[config.mk]
export PLATFORM = sky130hd
export DESIGN_NAME = thp_front
export DESIGN_NICKNAME = d
export VERILOG_FILES = /design/src/thp_pkg.sv /design/src/thp_front.sv
export SDC_FILE = /design/constraint.sdc
export NUM_CORES = 2
export LEC_CHECK = 0
export ABC_AREA = 1
export BUFFER_PORTS_ARGS = -buffer_cell sky130_fd_sc_hd__buf_2
export CAP_MARGIN = 0
export CORE_ASPECT_RATIO = 0.7
export CORE_UTILIZATION = 45
export DETAILED_ROUTE_END_ITERATION = 8
export GPL_ROUTABILITY_DRIVEN = 0
export PLACE_DENSITY = 0.69
export SETUP_SLACK_MARGIN = 0.3
export SLEW_MARGIN = 15
export SYNTH_ARGS = -nofsm -noshare
export SYNTH_HDL_FRONTEND = slang
export SYNTH_SLANG_ARGS = --single-unit
[constraint.sdc]
create_clock -name clock -period 11.5 [get_ports clock]
set_clock_uncertainty 0.1 [all_clocks]
set_input_delay 1.15 -clock clock [delete_from_list [all_inputs] [get_ports clock]]
set_output_delay 1.15 -clock clock [all_outputs]
set_load 0.05 [all_outputs]
[src/thp_pkg.sv]
// shared types, constants and codes of the sensor compensation block
package thp_pkg;

   // queue between front and back
   localparam int QDEPTH = 4;
   localparam int QPTR_W = $clog2(QDEPTH);
   localparam int QCNT_W = $clog2(QDEPTH + 1);

   // restoring divider, one quotient bit per stage
   localparam int DIV_W = 64;

   // compensation constants
   localparam logic signed [33:0] FINE_PRESS_OFS = 34'sd128000;
   localparam logic [31:0]        FINE_HUM_OFS   = 32'd76800;
   localparam logic [21:0]        PRESS_FULL     = 22'd1048576;
   localparam logic signed [12:0] PRESS_SCALE    = 13'sd3125;
   localparam logic [31:0]        HUM_LIMIT      = 32'd419430400;

   // register indexes
   typedef enum logic [2:0] {
      CSR_TEMP        = 3'd0,
      CSR_PRESS_LOW   = 3'd1,
      CSR_PRESS_HIGH  = 3'd2,
      CSR_PRESS_HUMID = 3'd3,
      CSR_HUMID_SHAPE = 3'd4
   } csr_index_type;

   // unpacked calibration words
   typedef struct packed {
      logic        [15:0] t1;
      logic signed [15:0] t2;
      logic signed [15:0] t3;
      logic        [15:0] p1;
      logic signed [15:0] p2;
      logic signed [15:0] p3;
      logic signed [15:0] p4;
      logic signed [15:0] p5;
      logic signed [15:0] p6;
      logic signed [15:0] p7;
      logic signed [15:0] p8;
      logic signed [15:0] p9;
      logic        [7:0]  h1;
      logic signed [15:0] h2;
      logic        [7:0]  h3;
      logic signed [11:0] h4;
      logic signed [11:0] h5;
      logic signed [7:0]  h6;
   } coeff_type;

   // item handed from front to back
   typedef struct packed {
      logic signed [31:0] fine;
      logic        [15:0] temp;
      logic        [19:0] raw_pressure;
      logic        [15:0] raw_humidity;
   } item_type;

   // fields that ride along the divider
   typedef struct packed {
      logic        [15:0] temp;
      logic signed [31:0] hv;
      logic               zero;
      logic               neg;
   } side_type;

   typedef struct packed {
      logic [DIV_W-1:0] num;
      logic [DIV_W-1:0] den;
      side_type         side;
   } div_in_type;

   typedef struct packed {
      logic [DIV_W-1:0] quot;
      side_type         side;
   } div_out_type;

endpackage

[src/thp_front.sv]
// front pipeline: accepts raw readings, forms fine temperature and centidegrees
module thp_front (
   input  logic                 clock,
   input  logic                 reset,
   input  logic                 req_valid,
   output logic                 req_stall,
   input  logic [19:0]          req_raw_temperature,
   input  logic [19:0]          req_raw_pressure,
   input  logic [15:0]          req_raw_humidity,
   input  thp_pkg::coeff_type   coeff,
   input  logic                 q_full,
   output logic                 push,
   output thp_pkg::item_type    push_item
);
   import thp_pkg::*;

   logic              en;
   logic [4:0]        vld_ff;
   logic [4:0]        vld_in;
   logic [19:0]       rp_ff [5];
   logic [15:0]       rh_ff [5];

   logic signed [31:0] d1_ff, d1_in, d2_ff, d2_in;
   logic signed [31:0] m1_ff, m1_in, m2_ff, m2_in;
   logic signed [31:0] s1_ff, s1_in, m3_ff, m3_in;
   logic signed [31:0] fine_ff, fine_in, fine5_ff;
   logic [15:0]        temp_ff, temp_in;
   logic signed [47:0] m1_full, m3_full;
   logic signed [63:0] m2_full;
   logic signed [35:0] fx, t5, tc;

   // whole pipe holds while the last item cannot enter the queue
   assign en        = !(vld_ff[4] && q_full);
   assign req_stall = !en;
   assign push      = vld_ff[4] && !q_full;
   assign push_item = '{fine: fine5_ff, temp: temp_ff,
                        raw_pressure: rp_ff[4], raw_humidity: rh_ff[4]};

   assign vld_in = {vld_ff[3:0], req_valid};

   // stage 1: offsets of the raw reading
   assign d1_in = 32'(req_raw_temperature[19:3]) - 32'({coeff.t1, 1'b0});
   assign d2_in = 32'(req_raw_temperature[19:4]) - 32'(coeff.t1);

   // stage 2: products
   assign m1_full = d1_ff * $signed(coeff.t2);
   assign m1_in   = m1_full[31:0];
   assign m2_full = d2_ff * d2_ff;
   assign m2_in   = m2_full[31:0];

   // stage 3: shift and second product
   assign s1_in   = m1_ff >>> 11;
   assign m3_full = (m2_ff >>> 12) * $signed(coeff.t3);
   assign m3_in   = m3_full[31:0];

   // stage 4: fine temperature
   assign fine_in = s1_ff + (m3_ff >>> 14);

   // stage 5: centidegrees with saturation
   assign fx = 36'(fine_ff);
   assign t5 = fx * 36'sd5 + 36'sd128;
   assign tc = t5 >>> 8;
   always_comb begin
      if (tc > 36'sd32767) begin
         temp_in = 16'h7fff;
      end else if (tc < -36'sd32768) begin
         temp_in = 16'h8000;
      end else begin
         temp_in = tc[15:0];
      end
   end

   // control
   always_ff @(posedge clock) begin
      if (reset) begin
         vld_ff <= '0;
      end else if (en) begin
         vld_ff <= vld_in;
      end
   end

   // datapath
   always_ff @(posedge clock) begin
      if (en) begin
         rp_ff[0] <= req_raw_pressure;
         rh_ff[0] <= req_raw_humidity;
         for (int k = 1; k < 5; k++) begin
            rp_ff[k] <= rp_ff[k-1];
            rh_ff[k] <= rh_ff[k-1];
         end
         d1_ff    <= d1_in;
         d2_ff    <= d2_in;
         m1_ff    <= m1_in;
         m2_ff    <= m2_in;
         s1_ff    <= s1_in;
         m3_ff    <= m3_in;
         fine_ff  <= fine_in;
         fine5_ff <= fine_ff;
         temp_ff  <= temp_in;
      end
   end

endmodule

# ---- Yosys cells after proc, flatten, opt, wreduce, memory -nomap -nowiden
# Memories as Yosys holds them, arrays and structs flattened.
# Cells that the tools add are included.
dict set report classes {
  order_cmp 2
  div 0
  n_bitwise 0
  addsub 4
  eq_ne 0
  mul 4
  n_mux 2
  shifts 0
  reduce_logical 3
}
# operator count
set ops {}
lappend ops {{multiplier 17 x 17 -> 32 bit} 1}
lappend ops {{multiplier 18 x 16 -> 32 bit} 1}
lappend ops {{multiplier 20 x 16 -> 32 bit} 1}
lappend ops {{adder 26 x 9 -> 27 bit (second input constant)} 1}
lappend ops {{multiplier 22 x 4 -> 26 bit (second input constant)} 1}
lappend ops {{adder 21 x 18 -> 22 bit} 1}
lappend ops {{greater-than comparator 19 x 16 -> 1 bit (second input constant)} 1}
lappend ops {{less-than comparator 19 x 16 -> 1 bit (second input constant)} 1}
lappend ops {{subtractor 17 x 17 -> 18 bit} 1}
lappend ops {{subtractor 16 x 16 -> 17 bit} 1}
lappend ops {{two-way mux 16 bit} 1}
lappend ops {{logical AND 1 bit} 2}
lappend ops {{zero test 1 bit} 1}
lappend ops {{two-way mux 1 bit} 1}
dict set report totals {
  romBits 0
  ram_bits 180
  elab_cells 27
  ff_bits 217
  mem_count 2
  latchBits 0
}
# memory depth width rd rd_clocked_by_memory_dff write_ports line
set memory_table {}
lappend memory_table {rp_ff 5 20 5 0 5 thp_front.sv:20} ;# logic [19:0] rp_ff [5];
lappend memory_table {rh_ff 5 16 5 0 5 thp_front.sv:21} ;# logic [15:0] rh_ff [5];

# ---- Depth between registers and ports, before layout
dict set report depth {
  depth_word 4
  depth_mapped 28
}

# ---- Least setup slack after synthesis
# Ideal clock, no wire load.
dict set report synth_timing {
  path_type {input-to-output}
  from {in q_full}
  to {out req_stall}
  t_arrival_ns 11.122
  n_path_buf 0
  cell_stages 2
  required_ns 10.250
  setup_slack_ns -0.872
  path_cell_list {nand2_1 > inv_1}
}
dict set report synth_between {
  elab_chain_len 1
}
# element line
set synth_lines {}
lappend synth_lines {{start: declaration} thp_front.sv:11} ;# input logic q_full,
lappend synth_lines {{logical AND 1 bit} thp_front.sv:33} ;# assign en = !(vld_ff[4] && q_full);
lappend synth_lines {{end: declaration} thp_front.sv:6} ;# output logic req_stall,
# Every way passes these cells.

# ---- Worst setup path in the final report
dict set report layout_timing {
  from {in coeff[225] in the netlist's numbering}
  to {reg m1_ff[30], data pin}
}
dict set report layout_between {
  elab_chain_len 1
}
# element line
set layout_lines {}
lappend layout_lines {{start: declaration} thp_front.sv:10} ;# input thp_pkg::coeff_type coeff,
lappend layout_lines {{multiplier 18 x 16 -> 32 bit} thp_front.sv:46} ;# assign m1_full = d1_ff * $signed(coeff.t2);
lappend layout_lines {{named net m1_full[30]} thp_front.sv:28} ;# logic signed [47:0] m1_full, m3_full;
lappend layout_lines {{end signal: assignment} thp_front.sv:93} ;# m1_ff <= m1_in;
lappend layout_lines {{end: declaration} thp_front.sv:24} ;# logic signed [31:0] m1_ff, m1_in, m2_ff, m2_in;
# The timed path passes the listed nets, and every way through them passes these cells.
# A chain may end at the register's enable or synchronous reset.

==> impl_metrics.py <==
metrics = {
    "die": {
        "dieArea_sq_um": 105700,
        "start_util_pct": 45.72,
        "core_area_sq_um": 102800,
        "rows": 98,
        "io_pins": 402,
        "die_w_um": 388.2,
        "fp.dieH_um": 272.3,
    },
    "route": {
        "drt_iter0_markers": 2866,
        "drc_errors": 0,
        "vias": 33457,
        "first_pass_iters": 8,
        "wirelength_um": 107600,
        "drtAntennaViolNets": 0,
        "viasPerCell": 4.955,
        "avgRoutedWirePerCell_um": 15.94,
    },
    "layout": {
        "final_nets": 6844,
        "drive_above_1_share_pct": 5.591,
        "area_delta_synth_final_pct": 6.736,
        "nFillCells": 9606,
        "antenna_cells": 0,
    },
    "yosys": {
        "synth_area_leader_cell": "fa_1",
        "yosysTopAreaCellShare_pct": 34.90,
        "yosys-top-cells-area": "fa_1 (35%), edfxtp_1 (22%), inv_1 (12%), nand2_1 (10%), ha_1 (8.9%)",
        "ys_warn_count": 0,
        "seq_area_frac_synth_pct": 21.82,
        "yosys-top-cells-count": "inv_1 (1519), nand2_1 (1255), fa_1 (819), edfxtp_1 (338), ha_1 (334)",
        "syn_area_sq_um": 46970,
        "synth-edff-count": 338,
        "ys_types": 47,
        "ys.flop_type": "edfxtp_1",
        "syn_nets": 6802,
        "syn_inst": 5333,
        "synth.most_common_cell": "inv_1",
        "ys_ff_latch": 343,
        "syn_avg_cell_area_sq_um": 8.808,
        "async_flop_share_pct": 0,
    },
    "global_routing": {
        "antenna_found_initial": 0,
        "grt_start_max_net_pins": 176,
        "grt_overflow": 0,
        "first_global_vias": 35051,
        "grt_pass1_wl_um": 180100,
        "track_usage_pct": 21.22,
    },
    "placed_design": {
        "post-place-ws_ns": 4.174,
        "port_buffers": 190,
        "dp_hpwl_um": 85290,
    },
    "clock_tree": {
        "cts_tree": "built",
        "cts_resized": 0,
        "hold_buffers": 0,
        "cts_inserted_buffers": 39,
        "cts.root.buffer_cell": "clkbuf_16",
        "htree_levels": 2,
        "clkTransAtPathRegs_ns": 0.06,
        "cts_setup_buffers": 0,
        "worstSkewPairLatency_ns": 0.59,
        "clock_path_buffers": 3,
        "clock-sinks": 343,
    },
    "flow_run": {
        "cap_viol_max_count": 0,
    },
    "setup_path": {
        "critPathCaptureType": "flop",
        "worst_setup_path_start_kind": "primary input",
        "required_ns": 11.75,
        "critical_path_class": "primary input to flop",
        "arrival_ns": 7.05,
        "critPathMaxFanout": 18,
    },
    "sta": {
        "max_clock_freq_ghz": 0.1471,
        "finalCritPeriodShare_pct": 59.10,
        "worst_pin_slew_ns": 1.036,
        "finalHoldViolCount": 0,
        "finalCriticalPeriod_ns": 6.796,
        "setup_violations": 0,
        "maxSlewHeadroom_pct": 30.92,
        "grt_setup_unrepaired": "no",
        "tns_ns": 0,
        "final_max_slew_viol_count": 0,
        "fin_ws_ns": 4.704,
    },
    "outcome": {
        "outcome": "finished, final reports clean",
    },
    "worst_hold_path": {
        "worstHoldPathType": "flop to flop",
    },
}
## sequential cells by signal (all words and copies together) (netlist names)
signal	flops
d1_ff	18
fine_ff	22
rh_ff	80
temp_ff	16
vld_ff	5
s1_ff	21
m2_ff	20
fine5_ff	22
rp_ff	100
m3_ff	18
m1_ff	21
## layout by cell type (no fill, tap or decap), drive strengths merged, types with 28 or more instances in the layout
| master | instances |
|---|---|
| nor2 | 222 |
| o21ai | 81 |
| buf | 211 |
| xnor2 | 33 |
| a21oi | 153 |
| nand2 | 1259 |
| nand3 | 108 |
| fa | 819 |
| ha | 334 |
| nor3 | 28 |
| clkbuf | 42 |
| inv | 1529 |
| xor2 | 83 |
| edfxtp | 338 |
## routing by layer
layer | GRT usage, % | routed length [um] | part of all wire, %
met3 | 3.876 | 9726 | 9.0
met4 | 3.849 | 1393 | 1.3
met5 | 0 | 0 | 0
met2 | 32.61 | 46920 | 44
met1 | 31.56 | 49600 | 46
## per-stage QoR
stage          cells  util, %  hold WS [ns]  cell area, sq um
3_3_place_gp    6684    47.50        0.3003             48810
3_5_place_dp    6684    47.50        0.3045             48810
4_1_cts         6752    48.79        0.3052             50140
2_1_floorplan   5333        -        0.3003             46980
5_1_grt         6752    48.79        0.3062             50140
6_report        6752    48.79        0.3106             50140
## final timing paths
kind | slack, ns | endpoint | cells after the start | start
setup / recovery | 4.70 | m1_ff[30]$_DFFE_PN_ | 20 | coeff[225]
hold / removal | 0.31 | rp_ff[0][25]$_DFFE_PN_ | 0 | rp_ff[0][5]$_DFFE_PN_
setup reg to reg | 4.87 | m2_ff[31]$_DFFE_PN_ | 24 | d1_ff[5]$_DFFE_PN_
hold reg to reg | 0.31 | rp_ff[0][25]$_DFFE_PN_ | 0 | rp_ff[0][5]$_DFFE_PN_
## critical path, stage by stage
cell,delay [ns]
buf_2,0.26
nand2_1,0.17
inv_1,0.11
fa_1,0.69
inv_1,0.13
fa_1,0.90
inv_1,0.26
fa_1,0.51
fa_1,0.57
fa_1,0.44
fa_1,0.46
ha_1,0.38
a21oi_1,0.30
o21bai_1,0.10
a21oi_1,0.17
o21ai_0,0.10
a21oi_1,0.17
nand2_1,0.07
nand2_1,0.05
nand2_1,0.05
## logic make-up after synthesis
| group | Yosys count | share of synthesized area [%] |
|---|---|---|
| flops | 343 | 21.82 |
| buf+inv | 1732 | 14.28 |
| compound gates | 315 | 3.780 |
| fa+ha+maj | 1153 | 43.80 |
| simple gates | 1674 | 14.16 |
| xor+xnor | 116 | 2.163 |
## final cells by class
class / count / area (sq um) / area share, %
well taps: 1350 / 1689 / 3.369
clock inverters: 26 / 344.1 / 0.6863
repair buffers: 211 / 1121 / 2.236
flip-flops and latches: 343 / 10250 / 20.44
inverters: 1522 / 5713 / 11.39
clock buffers: 42 / 987.2 / 1.969
multi-input cells: 3258 / 30030 / 59.90
Power is left out: the tool's default activity adds up to more than one toggle a clock period on the data nets, which glitch-free logic cannot reach.
