<file path="src/thp_pkg.sv">
// shared types, constants and codes of the sensor compensation block
package thp_pkg;

   // queue between front and back
   localparam int QDEPTH = 4;
   localparam int QPTR_W = $clog2(QDEPTH);
   localparam int QCNT_W = $clog2(QDEPTH + 1);

   // restoring divider, one quotient bit per stage
   localparam int DIV_W = 64;

   // compensation constants
   localparam logic signed [33:0] FINE_PRESS_OFS = 34'sd128000;
   localparam logic [31:0]        FINE_HUM_OFS   = 32'd76800;
   localparam logic [21:0]        PRESS_FULL     = 22'd1048576;
   localparam logic signed [12:0] PRESS_SCALE    = 13'sd3125;
   localparam logic [31:0]        HUM_LIMIT      = 32'd419430400;

   // register indexes
   typedef enum logic [2:0] {
      CSR_TEMP        = 3'd0,
      CSR_PRESS_LOW   = 3'd1,
      CSR_PRESS_HIGH  = 3'd2,
      CSR_PRESS_HUMID = 3'd3,
      CSR_HUMID_SHAPE = 3'd4
   } csr_index_type;

   // unpacked calibration words
   typedef struct packed {
      logic        [15:0] t1;
      logic signed [15:0] t2;
      logic signed [15:0] t3;
      logic        [15:0] p1;
      logic signed [15:0] p2;
      logic signed [15:0] p3;
      logic signed [15:0] p4;
      logic signed [15:0] p5;
      logic signed [15:0] p6;
      logic signed [15:0] p7;
      logic signed [15:0] p8;
      logic signed [15:0] p9;
      logic        [7:0]  h1;
      logic signed [15:0] h2;
      logic        [7:0]  h3;
      logic signed [11:0] h4;
      logic signed [11:0] h5;
      logic signed [7:0]  h6;
   } coeff_type;

   // item handed from front to back
   typedef struct packed {
      logic signed [31:0] fine;
      logic        [15:0] temp;
      logic        [19:0] raw_pressure;
      logic        [15:0] raw_humidity;
   } item_type;

   // fields that ride along the divider
   typedef struct packed {
      logic        [15:0] temp;
      logic signed [31:0] hv;
      logic               zero;
      logic               neg;
   } side_type;

   typedef struct packed {
      logic [DIV_W-1:0] num;
      logic [DIV_W-1:0] den;
      side_type         side;
   } div_in_type;

   typedef struct packed {
      logic [DIV_W-1:0] quot;
      side_type         side;
   } div_out_type;

endpackage

</file>
<file path="src/thp_queue.sv">
// short item queue between front and back
module thp_queue (
   input  logic               clock,
   input  logic               reset,
   input  logic               push,
   input  thp_pkg::item_type  push_item,
   output logic               full,
   input  logic               pop,
   output logic               q_valid,
   output thp_pkg::item_type  q_item
);
   import thp_pkg::*;

   item_type            mem_ff [QDEPTH];
   logic [QPTR_W-1:0]   wr_ff, wr_in, rd_ff, rd_in;
   logic [QCNT_W-1:0]   cnt_ff, cnt_in;

   assign full    = (cnt_ff == QCNT_W'(QDEPTH));
   assign q_valid = (cnt_ff != '0);
   assign q_item  = mem_ff[rd_ff];

   // pointers and fill count
   assign wr_in  = push ? wr_ff + 1'b1 : wr_ff;
   assign rd_in  = pop  ? rd_ff + 1'b1 : rd_ff;
   assign cnt_in = cnt_ff + QCNT_W'(push) - QCNT_W'(pop);

   always_ff @(posedge clock) begin
      if (reset) begin
         wr_ff  <= '0;
         rd_ff  <= '0;
         cnt_ff <= '0;
      end else begin
         wr_ff  <= wr_in;
         rd_ff  <= rd_in;
         cnt_ff <= cnt_in;
      end
   end

   // storage
   always_ff @(posedge clock) begin
      if (push) begin
         mem_ff[wr_ff] <= push_item;
      end
   end

   a_no_overfill: assert property (@(posedge clock) disable iff (reset)
      cnt_ff <= QCNT_W'(QDEPTH)) else $error("queue count above depth");
   a_no_push_full: assert property (@(posedge clock) disable iff (reset)
      full |-> !push) else $error("push into full queue");
   a_no_pop_empty: assert property (@(posedge clock) disable iff (reset)
      !q_valid |-> !pop) else $error("pop from empty queue");

endmodule

</file>
<file path="config.mk">
export PLATFORM = sky130hd
export DESIGN_NAME = thp_queue
export DESIGN_NICKNAME = d
export VERILOG_FILES = /design/src/thp_pkg.sv /design/src/thp_queue.sv
export SDC_FILE = /design/constraint.sdc
export NUM_CORES = 1
export LEC_CHECK = 0
export BUFFER_PORTS_ARGS = -buffer_cell sky130_fd_sc_hd__buf_2
export CAP_MARGIN = 20
export CORE_MARGIN = 2
export CORE_UTILIZATION = 33
export DETAILED_ROUTE_END_ITERATION = 10
export SLEW_MARGIN = 20
export SYNTH_ARGS = -nofsm -noshare
export SYNTH_HDL_FRONTEND = slang
export SYNTH_SLANG_ARGS = --single-unit
</file>
<file path="constraint.sdc">
create_clock -name clock -period 5.05 [get_ports clock]
set_clock_uncertainty 0.1 [all_clocks]
set_input_delay 0.505 -clock clock [delete_from_list [all_inputs] [get_ports clock]]
set_output_delay 0.505 -clock clock [all_outputs]
set_load 0.01 [all_outputs]
</file>
### Word level (Yosys, flattened, before mapping)

Memories as Yosys holds them, arrays and structs flattened. A register that Yosys moved wholly into a read port is not among the register bits.
Index checks and enable logic that the tools add are counted.

| cells by class | value |
|---|---|
| add/sub/neg operators | 4 |
| eq/ne operators | 1 |
| muxes and demuxes | 4 |
| reduce and logical (&&, ||, !) cells | 1 |

Operators with widths:

| kind | count |
|---|---|
| 2-bit by 1-bit adder with 2-bit output, second input constant | 2 |
| 2-bit two-way mux | 2 |
| 3-bit by 1-bit adder with 3-bit output | 1 |
| 3-bit equality test, second input constant | 1 |
| 3-bit nonzero test | 1 |
| 3-bit by 1-bit subtractor with 3-bit output | 1 |
| 1-bit two-way mux | 2 |

| storage, ports and cells | value |
|---|---|
| bits in registers | 7 |
| RAM bits | 336 |
| input bits | 88 |
| output and inout bits | 86 |
| logic and storage cells | 14 |
| memories kept | 1 |

Memory list:

| memory | words | bits a word | rd ports | clocked after memory_dff | write ports | RTL line | source |
|---|---|---|---|---|---|---|---|
| mem_ff | 4 | 84 | 1 | 1 | 1 | thp_queue.sv:14 | `item_type mem_ff [QDEPTH];` |

### Logic depth before layout (Yosys ltp)

Gate-level depths: netlist of the first run.

| depth | value |
|---|---|
| word-level depth | 3 |
| depth in mapped cells | 7 |
| depth with buffers taken out | 7 |

### Least setup slack after synthesis of the first run

No wires, ideal clock.

| timing path | value |
|---|---|
| kind | flip-flop to flip-flop |
| start point | register wr_ff[0] |
| end point | memory mem_ff[0][0] in the netlist's numbering, enable pin |
| setup time | 0.451 ns |
| arrival time | 2.495 ns |
| data required time | 4.499 ns |
| slack | 2.003 ns |
| stages on the path, launching flop included | 4 |
| path buffers | 0 |
| clock period less this slack | 3.047 ns |
| cell sequence | dfxtp_1 inv_1 ha_1 and2_1 |

RTL lines:

| what | RTL line | source |
|---|---|---|
| from (decl) | thp_queue.sv:15 | `logic [QPTR_W-1:0] wr_ff, wr_in, rd_ff, rd_in;` |
| from (signal assigned) | thp_queue.sv:33 | `wr_ff <= wr_in;` |
| to (decl) | thp_queue.sv:14 |  |

No word-level cell before the write port.

==> results of run 1 <==
-- layout by cell type (no fill, tap or decap) --
cell | synthesis | routed
a21bo_2 | 1 | 1
a21oi_1 | 1 | 1
and2_4 | 0 | 4
and3_1 | 1 | 1
buf_12 | 0 | 2
buf_2 | 7 | 173
buf_4 | 2 | 9
bufinv_16 | 0 | 2
clkbuf_1 | 2 | 11
clkbuf_16 | 0 | 39
clkbuf_8 | 0 | 1
clkinv_1 | 0 | 9
clkinv_2 | 0 | 3
clkinv_4 | 0 | 1
clkinvlp_4 | 0 | 1
dfxtp_1 | 9 | 7
dfxtp_4 | 0 | 2
edfxtp_1 | 336 | 336
fa_1 | 1 | 1
ha_1 | 6 | 6
inv_1 | 6 | 6
inv_6 | 0 | 1
mux2i_1 | 1 | 1
mux4_2 | 84 | 84
nand3b_1 | 1 | 1
nor2_1 | 5 | 5
nor2b_1 | 2 | 2
or3_1 | 1 | 1
xnor2_1 | 2 | 2
xor3_1 | 1 | 1
-- sequential cells by signal, summed over array words and instances, names as in the netlist, named ones only --
name / cells
rd_ff: 2
cnt_ff: 3
wr_ff: 2
mem_ff: 336
-- cell families after synthesis --
logic type,Yosys count,share of synthesized area [%]
DFF,345,81.8
muxes,85,15.1
buffers and inverters,24,1.27
and+or+nand+nor,14,0.608
adders and majority gates,7,0.757
xor gates and xnor gates,3,0.329
AOI/OAI and AO/OA,2,0.120
-- metal layers --
layer  vias up  wire (um)  track usage, %
met3        44       1550            4.49
li1       2480          -               -
met4         4        471            3.68
met1      2952      10300            15.5
met5         -         30               0
met2       139      11600            19.7
-- worst paths after layout --
check | to | cells after the start | slack, ns
worst min-delay path | mem_ff[0][53] | 1 | 0.09
worst min register to register | flop | 2 | 0.44
worst max register to register | mem_ff[1][56] | 3 | 2.66
worst max-delay path | q_item[83] | 3 | 2.02
-- cell type report --
type                       instances  area (sq um)
inverter                           6          22.5
timing repair buffer             184           973
clock inverter                    17           134
fill                            3308         22400
clock buffer                      51          1030
sequential                       345         10300
tap                              511           639
multi-input combinational        111          2140
-- stage by stage --
stage / worst slack, ns / utilization (%) / instance area, sq um / hold slack [ns]
floorplan: 2.00 / - / 12600 / 0.392
global placement: 2.13 / 37.3 / 14000 / 0.410
detailed placement: 2.11 / 37.3 / 14000 / 0.431
CTS: 1.51 / 40.4 / 15200 / 0.0393
global route: 1.82 / 40.5 / 15200 / 0.0535
finish: 2.02 / 40.5 / 15200 / 0.0853
-- power breakdown --
part           total (mW)  switching (mW)  internal (mW)
Combinational       0.583           0.305          0.278
Sequential           3.34          0.0500           3.29
Clock                2.58            1.05           1.53
-- critical path, delay by kind of cell, from the launching register on --
kind | cells | cell delay [ns]
buffers and inverters | 2 | 0.58
flip-flops | 1 | 0.73
multiplexers | 1 | 0.56
==> flow_metrics.env, run 1 <==
export IMPL_status="complete, no violations"
export IMPL_synth_top_flop_cell="edfxtp_1"
export IMPL_syn_area_per_cell_sq_um=26.2
export IMPL_placed_cells=1156
export IMPL_drive_gt1_share_pct=45.2
export IMPL_async_flop_share_pct=0
export IMPL_synth_most_common_cell="edfxtp_1"
export IMPL_irDropWorstVdd_uv=299
export IMPL_netlist_area_sq_um=12600
export IMPL_die_y_um=199
export IMPL_post_drt_wl_per_cell_um=19.6
export IMPL_synth_nets=575
export IMPL_synth_area_leaders="edfxtp_1 (80%), mux4_2 (15%), dfxtp_1 (1.4%), buf_6 (0.63%), ha_1 (0.60%)"
export IMPL_fin_crit_sh_pct=60.0
export IMPL_rsz0062_at_grt="false"
export IMPL_tightest_slew_ns=0.975
export IMPL_synth_edf_count=336
export IMPL_max_stage_delay_ns=0.73
export IMPL_io_buffers=173
export IMPL_worstReg2RegStart="wr_ff[0]"
export IMPL_crit_slowest_cell="dfxtp_4"
export IMPL_netlist_cell_type_count=21
export IMPL_clock_latency_ns=0.53
export IMPL_grt_pass1_wl_um=35300
export IMPL_clock_fmax_mhz=330
export IMPL_grt_ovfl_total=0
export IMPL_ant_nets=0
export IMPL_path_class="flop to output port"
export IMPL_yosysSeqAreaShare_pct=81.8
export IMPL_slew_headroom_pct=35.0
export IMPL_first_global_vias=5991
export IMPL_cts_buffer_depth=3
export IMPL_first_iter_violations=263
export IMPL_h_tree_depth=2
export IMPL_synthTopCellsByCount="edfxtp_1 (336), mux4_2 (84), dfxtp_1 (9)"
export IMPL_clock_sink_count=345
export IMPL_cts_root_buffer="clkbuf_16"
export IMPL_dieArea_sq_um=39600
export IMPL_cts_tree="yes"
export IMPL_syn_to_final_growth_pct=21.2
export IMPL_placementRows=71
export IMPL_fin_nets=781
export IMPL_setup_tns_ns=0
export IMPL_slew_violations=0
export IMPL_power_mw=6.51
export IMPL_crit_chain="buf_4, mux4_2, buf_2"
export IMPL_crit_path_max_fanout=25
export IMPL_arrival_ns=2.42
export IMPL_antenna_found_initial=3
export IMPL_yosys_area_top_type="edfxtp_1"
export IMPL_grt_max_degree=61
export IMPL_ys_warn_count=0
export IMPL_io_pins=174
export IMPL_max_cap_violations=0
export IMPL_die_w_um=199
export IMPL_synth_cells=480
export IMPL_holdCritPathClass="primary input to flop"
export IMPL_ys_seq_elements=345
export IMPL_setup_viol=0
export IMPL_min_delay_start="push_item[53]"
export IMPL_p_per_area_nw_per_um2=428
export IMPL_cts_hold_buf=0
export IMPL_wl_um=24000
export IMPL_critPathCaptureType="output port"
export IMPL_start_kind="flop"
export IMPL_cts_resized=0
export IMPL_drc=0
export IMPL_min_period_ns=3.03
export IMPL_gp_congestion=0.667
export IMPL_routed_via_count=5619
export IMPL_drtPass1Iterations=4
export IMPL_postCtsSetupBuffers=0
export IMPL_cts_inserted_buffers=38
export IMPL_grt_usage_pct=12.3
export IMPL_antenna_cells=0
export IMPL_clkSlewWorstSetupHoldPaths_ns=0.06
export IMPL_via_per_inst=4.59
export IMPL_fin_cells=1225
export IMPL_required_ns=4.45
export IMPL_yosys_area_top_type_share_pct=80.3
export IMPL_dp_hpwl_um=14100
export IMPL_p_leak_nw=5.07
export IMPL_final_hold_viol_count=0
export IMPL_design_core_area_sq_um=37600
export IMPL_initial_core_util_pct=33.4
(Power assumes the default switching activity.)
==> inputs of run 2 (changes only) <==
Settings changed: ABC_AREA set to 1.
Clock period 5.05 ns to 2.5 ns, I/O delays scaled along.
==> run 2 against run 1 <==
Compared with the run above: design area is 13% higher; final cell count is 52% higher; count of clock-buffer cells in the layout is 6 lower; synthesized area is 7.8% higher; non-clock buffer count is 92 higher; critical path depth is 2 higher; via count is 48% higher.
==> flow_metrics.env, run 2 <==
export IMPL_cts_tree="yes"
export IMPL_netlist_cell_type_count=16
export IMPL_slew_violations=0
export IMPL_final_common_cell="edfxtp_1"
export IMPL_rr_worst_depth=5
export IMPL_slew_headroom_pct=59.2
export IMPL_synth_area_leaders="edfxtp_1 (75%), inv_1 (5.1%), nand2_1 (4.9%), o211ai_1 (4.7%), a21oi_1 (3.3%)"
export IMPL_yosysSeqAreaShare_pct=75.9
export IMPL_min_delay_start="reset"
export IMPL_arrival_ns=1.96
export IMPL_synth_edf_count=336
export IMPL_synth_nets=1131
export IMPL_grt_ovfl_total=0
export IMPL_final_hold_viol_count=0
export IMPL_power_mw=13.5
export IMPL_synth_top_flop_cell="edfxtp_1"
export IMPL_cts_inserted_buffers=38
export IMPL_required_ns=2.15
export IMPL_drtPass1Iterations=5
export IMPL_setup_tns_ns=0
export IMPL_design_core_area_sq_um=40600
export IMPL_setup_viol=0
export IMPL_drc=0
export IMPL_p_leak_nw=6.64
export IMPL_h_tree_depth=2
export IMPL_placementRows=74
export IMPL_ys_warn_count=0
export IMPL_dp_hpwl_um=15700
export IMPL_final_cell_mix="edfxtp_1 (336), inv_1 (180), nand2_1 (176)"
export IMPL_largest_register="mem_ff"
export IMPL_start_kind="flop"
export IMPL_min_period_ns=2.31
export IMPL_synth_cells=1036
export IMPL_grt_pass1_wl_um=42400
export IMPL_r2r_setup_slack_ns=0.55
export IMPL_routed_via_count=8315
export IMPL_ys_seq_elements=345
export IMPL_wl_um=27900
export IMPL_grt_max_degree=157
export IMPL_first_global_vias=7954
export IMPL_irDropWorstVdd_uv=554
export IMPL_die_y_um=207
export IMPL_die_w_um=207
export IMPL_holdPathEnd="cnt_ff[1]"
export IMPL_drive_gt1_share_pct=18.9
export IMPL_yosys_area_top_type_share_pct=74.5
export IMPL_postPlaceCellArea_sq_um=15100
export IMPL_whs_path_depth=3
export IMPL_pre_cts_slack_ns=0.490
export IMPL_fin_nets=1391
export IMPL_via_per_inst=4.47
export IMPL_p_per_area_nw_per_um2=783
export IMPL_cts_root_buffer="clkbuf_16"
export IMPL_holdCritPathClass="primary input to flop"
export IMPL_syn_area_per_cell_sq_um=13.1
export IMPL_antenna_found_initial=2
export IMPL_netlist_area_sq_um=13500
export IMPL_clock_sink_count=345
export IMPL_fin_util_pct=42.4
export IMPL_status="complete, no violations"
export IMPL_initial_core_util_pct=33.3
export IMPL_worstReg2RegStart="wr_ff[1]"
export IMPL_rsz0062_at_grt="false"
export IMPL_clock_latency_ns=0.53
export IMPL_synthTopCellsByCount="edfxtp_1 (336), inv_1 (184), nand2_1 (176)"
export IMPL_clock_fmax_mhz=434
export IMPL_post_drt_wl_per_cell_um=15.0
export IMPL_io_buffers=173
export IMPL_first_iter_violations=401
export IMPL_critPathCaptureType="output port"
export IMPL_reg_top3="mem_ff: 336 flops, cnt_ff: 3 flops"
export IMPL_holdWs_ns=0.339
export IMPL_syn_to_final_growth_pct=27.4
export IMPL_ant_nets=0
export IMPL_dieArea_sq_um=42700
export IMPL_largest_register_ffs=336
export IMPL_path_class="flop to output port"
export IMPL_final_area_sq_um=17200
export IMPL_fin_cells=1860
export IMPL_cts_buffer_depth=3
export IMPL_crit_path_max_fanout=156
export IMPL_clkSlewWorstSetupHoldPaths_ns=0.06
export IMPL_gp_congestion=0.697
export IMPL_async_flop_share_pct=0
export IMPL_tightest_slew_ns=0.613
export IMPL_fin_crit_sh_pct=92.3
export IMPL_synth_most_common_cell="edfxtp_1"
export IMPL_yosys_area_top_type="edfxtp_1"
export IMPL_placed_cells=1700
export IMPL_io_pins=174
export IMPL_regToRegEndpoint="mem_ff[1][34]"
export IMPL_max_cap_violations=0
export IMPL_final_setup_worst_slack_ns=0.193
export IMPL_grt_usage_pct=12.9
==> run 2: layer usage <==
layer	global-route usage [%]	share of wire, %	vias to the layer above
li1	-	-	4142
met1	15.9	44	3970
met2	21.7	48	159
met3	3.25	5.6	44
met4	5.18	2.6	0
met5	0	0	-
==> run 2: cell type report <==
| cell class | count | area, sq um |
|---|---|---|
| tap | 532 | 666 |
| timing repair buffer | 276 | 2060 |
| multi-input combinational | 451 | 2300 |
| inverter | 184 | 706 |
| sequential | 345 | 10300 |
| fill | 3682 | 23400 |
| clock buffer | 45 | 987 |
| antenna | 2 | 5.00 |
| clock inverter | 25 | 244 |
==> run 2: worst max-delay path by stage <==
stage,startpoint,end,slack (ns),depth (start not counted)
3_5_place_dp,wr_ff[1],mem_ff[1][52],0.49,5
6_report,flop,q_item[59],0.19,5
3_3_place_gp,wr_ff[1],mem_ff[1][63],0.47,5
4_1_cts,flop,q_item[36],0.11,5
5_1_grt,flop,q_item[56],0.02,5
2_1_floorplan,wr_ff[0],mem_ff[0][0],0.09,4
==> run 2: cell families (layout without fill, tap and decap cells) <==
logic type / Yosys count / in the layout / synth area share, %
and+or+nand+nor: 182 / 182 / 5.06
AOI/OAI and AO/OA: 262 / 262 / 11.2
DFF: 345 / 345 / 75.9
buffers and inverters: 240 / 530 / 7.14
adders and majority gates: 7 / 7 / 0.702
other: 0 / 2 / 0
==> run 2: critical path: stages, from the launching register on <==
cell and delay [ns]:
dfxtp_4 0.41, buf_16 0.38, a21oi_1 0.14, o21ai_0 0.10, nand2_1 0.09, buf_2 0.15
==> run 2: what timing repair did <==
item	CTS	global route
buffers inserted	0	1
resized for setup	0	1
endpoints found under the hold margin	345	0
setup endpoints to repair	0	2
hold buffers	87	0
==> run 2: where the power goes <==
| part | switching, mW | internal [mW] |
|---|---|---|
| logic | 0.814 | 0.512 |
| clock network | 2.24 | 3.25 |
| registers | 0.0643 | 6.61 |
| total | 3.12 | 10.4 |
==> inputs of run 3 (changes only) <==
==> constraint.sdc (replaced) <==
create_clock -name clock -period 2.5 [get_ports clock]
set_clock_uncertainty 0.1 [all_clocks]
set_input_delay 0.125 -clock clock [delete_from_list [all_inputs] [get_ports clock]]
set_output_delay 0.125 -clock clock [all_outputs]
set_load 0.01 [all_outputs]
==> run 3 against run 2 <==
Compared with the run above: sequential share of layout area is 0.25 points higher; combinational power about the same; total power fell by 0.16%.
==> flow_metrics.env, run 3 (same netlist as run 2, synthesis figures left out) <==
export IMPL_antenna_found_initial=3
export IMPL_cts_root_buffer="clkbuf_16"
export IMPL_post_drt_wl_per_cell_um=14.8
export IMPL_h_tree_depth=2
export IMPL_postCtsSetupBuffers=0
export IMPL_met1_usage_pct=15.5
export IMPL_max_cap_violations=0
export IMPL_setup_tns_ns=0
export IMPL_io_buffers=173
export IMPL_routed_via_count=8392
export IMPL_initial_core_util_pct=33.3
export IMPL_use_met2_pct=22.0
export IMPL_irDropWorstVdd_uv=663
export IMPL_fill_cells=3729
export IMPL_first_global_vias=8122
export IMPL_reg_top3="mem_ff: 336 flops, cnt_ff: 3 flops"
export IMPL_status="complete, no violations"
export IMPL_rsz0062_at_grt="false"
export IMPL_clkSlewWorstSetupHoldPaths_ns=0.06
export IMPL_clock_fmax_mhz=457
export IMPL_p_per_area_nw_per_um2=785
export IMPL_cts_tree="yes"
export IMPL_slew_headroom_pct=63.0
export IMPL_crit_path_max_fanout=121
export IMPL_grt_pass1_wl_um=42100
export IMPL_critPathCaptureType="output port"
export IMPL_final_common_cell="edfxtp_1"
export IMPL_cts_inserted_buffers=39
export IMPL_via_per_inst=4.51
export IMPL_grt_ovfl_total=0
export IMPL_holdCritPathClass="primary input to flop"
export IMPL_start_kind="flop"
export IMPL_holdWs_ns=0.222
export IMPL_design_core_area_sq_um=40600
export IMPL_fin_util_pct=42.2
export IMPL_busiest_layer="met2"
export IMPL_cts_buffer_depth=3
export IMPL_first_iter_violations=418
export IMPL_setup_viol=0
export IMPL_clock_latency_ns=0.54
export IMPL_largest_register="mem_ff"
export IMPL_largest_register_ffs=336
export IMPL_path_class="flop to output port"
export IMPL_drtPass1Iterations=5
export IMPL_p_leak_nw=6.63
export IMPL_tightest_slew_ns=0.555
export IMPL_dieArea_sq_um=42700
export IMPL_gp_congestion=0.708
export IMPL_wl_um=27500
export IMPL_fin_crit_sh_pct=87.4
export IMPL_grt_max_degree=122
export IMPL_ant_nets=0
export IMPL_die_w_um=207
export IMPL_min_period_ns=2.19
export IMPL_gr_usage_met3_pct=3.77
export IMPL_arrival_ns=1.96
export IMPL_fin_nets=1392
export IMPL_dp_hpwl_um=15700
export IMPL_slew_violations=0
export IMPL_die_y_um=207
export IMPL_final_hold_viol_count=0
export IMPL_required_ns=2.28
export IMPL_final_cell_mix="edfxtp_1 (336), inv_1 (180), nand2_1 (176)"
export IMPL_placementRows=74
export IMPL_drc=0
export IMPL_clock_sink_count=345
export IMPL_syn_to_final_growth_pct=26.8
export IMPL_drive_gt1_share_pct=19.1
export IMPL_grt_usage_pct=12.9
export IMPL_io_pins=174
==> run 3: cell types whose count changed in the layout (fill, tap and decap cells not counted) <==
cell | before | now
clkinv_2 | 5 | 9
clkinvlp_4 | 7 | 6
clkinv_8 | 1 | 0
buf_16 | 1 | 0
clkbuf_8 | 1 | 0
bufinv_16 | 4 | 3
clkbuf_1 | 6 | 2
diode_2 | 2 | 3
clkbuf_16 | 39 | 41
buf_4 | 1 | 7
buf_12 | 13 | 9
==> run 3: repair_timing <==
item | 4_1_cts | 5_1_grt
gates resized for setup | 0 | 0
hold endpoints to repair | 345 | 0
hold buffers | 87 | 0
==> run 3: layout make-up <==
class / count / area (sq um) / share of cell area [%]
multi-input cells: 451 / 2300 / 13.4
diodes: 3 / 7.51 / 0.0437
repair buffers: 276 / 1970 / 11.5
inverters: 184 / 706 / 4.11
clock inverters: 26 / 210 / 1.22
clock buffers: 43 / 1030 / 6.02
flip-flops and latches: 345 / 10300 / 59.9
well taps: 532 / 666 / 3.88
==> run 3: where the power goes <==
part	switching, mW	total, mW	internal, mW
registers	0.0673	6.68	6.61
logic	0.802	1.30	0.494
clock network	2.21	5.49	3.29
==> run 3: per-layer routing <==
layer,wire (um),part of all wire (%)
met5,0,0
met4,651,2.4
met3,1660,6.0
met2,13500,49
met1,11800,43
==> run 3: critical path, cell delays in order (launching register included) <==
cell	delay, ns
dfxtp_4	0.44
buf_12	0.34
a21oi_1	0.13
o21ai_0	0.10
nand2_1	0.12
buf_2	0.16
==> run 3: final timing paths <==
path / from / cells after the start / slack (ns) / to
max: flop / 5 / 0.31 / q_item[44]
min: reset / 3 / 0.22 / cnt_ff[1]
max reg2reg: cnt_ff[0] / 7 / 0.82 / cnt_ff[2]
min reg2reg: rd_ff[1] / 2 / 0.35 / flop
==> run 3: per-stage QoR <==
| stage | power (mW) | std cells | instance area, sq um | setup slack [ns] |
|---|---|---|---|---|
| floorplan | 7.48 | 1036 | 13600 | 0.0926 |
| global placement | 7.99 | 1701 | 15000 | 0.844 |
| detailed placement | 8.02 | 1701 | 15000 | 0.813 |
| CTS | 13.7 | 1857 | 17200 | 0.273 |
| global route | 14.1 | 1860 | 17200 | 0.139 |
| finish | 13.5 | 1860 | 17200 | 0.314 |
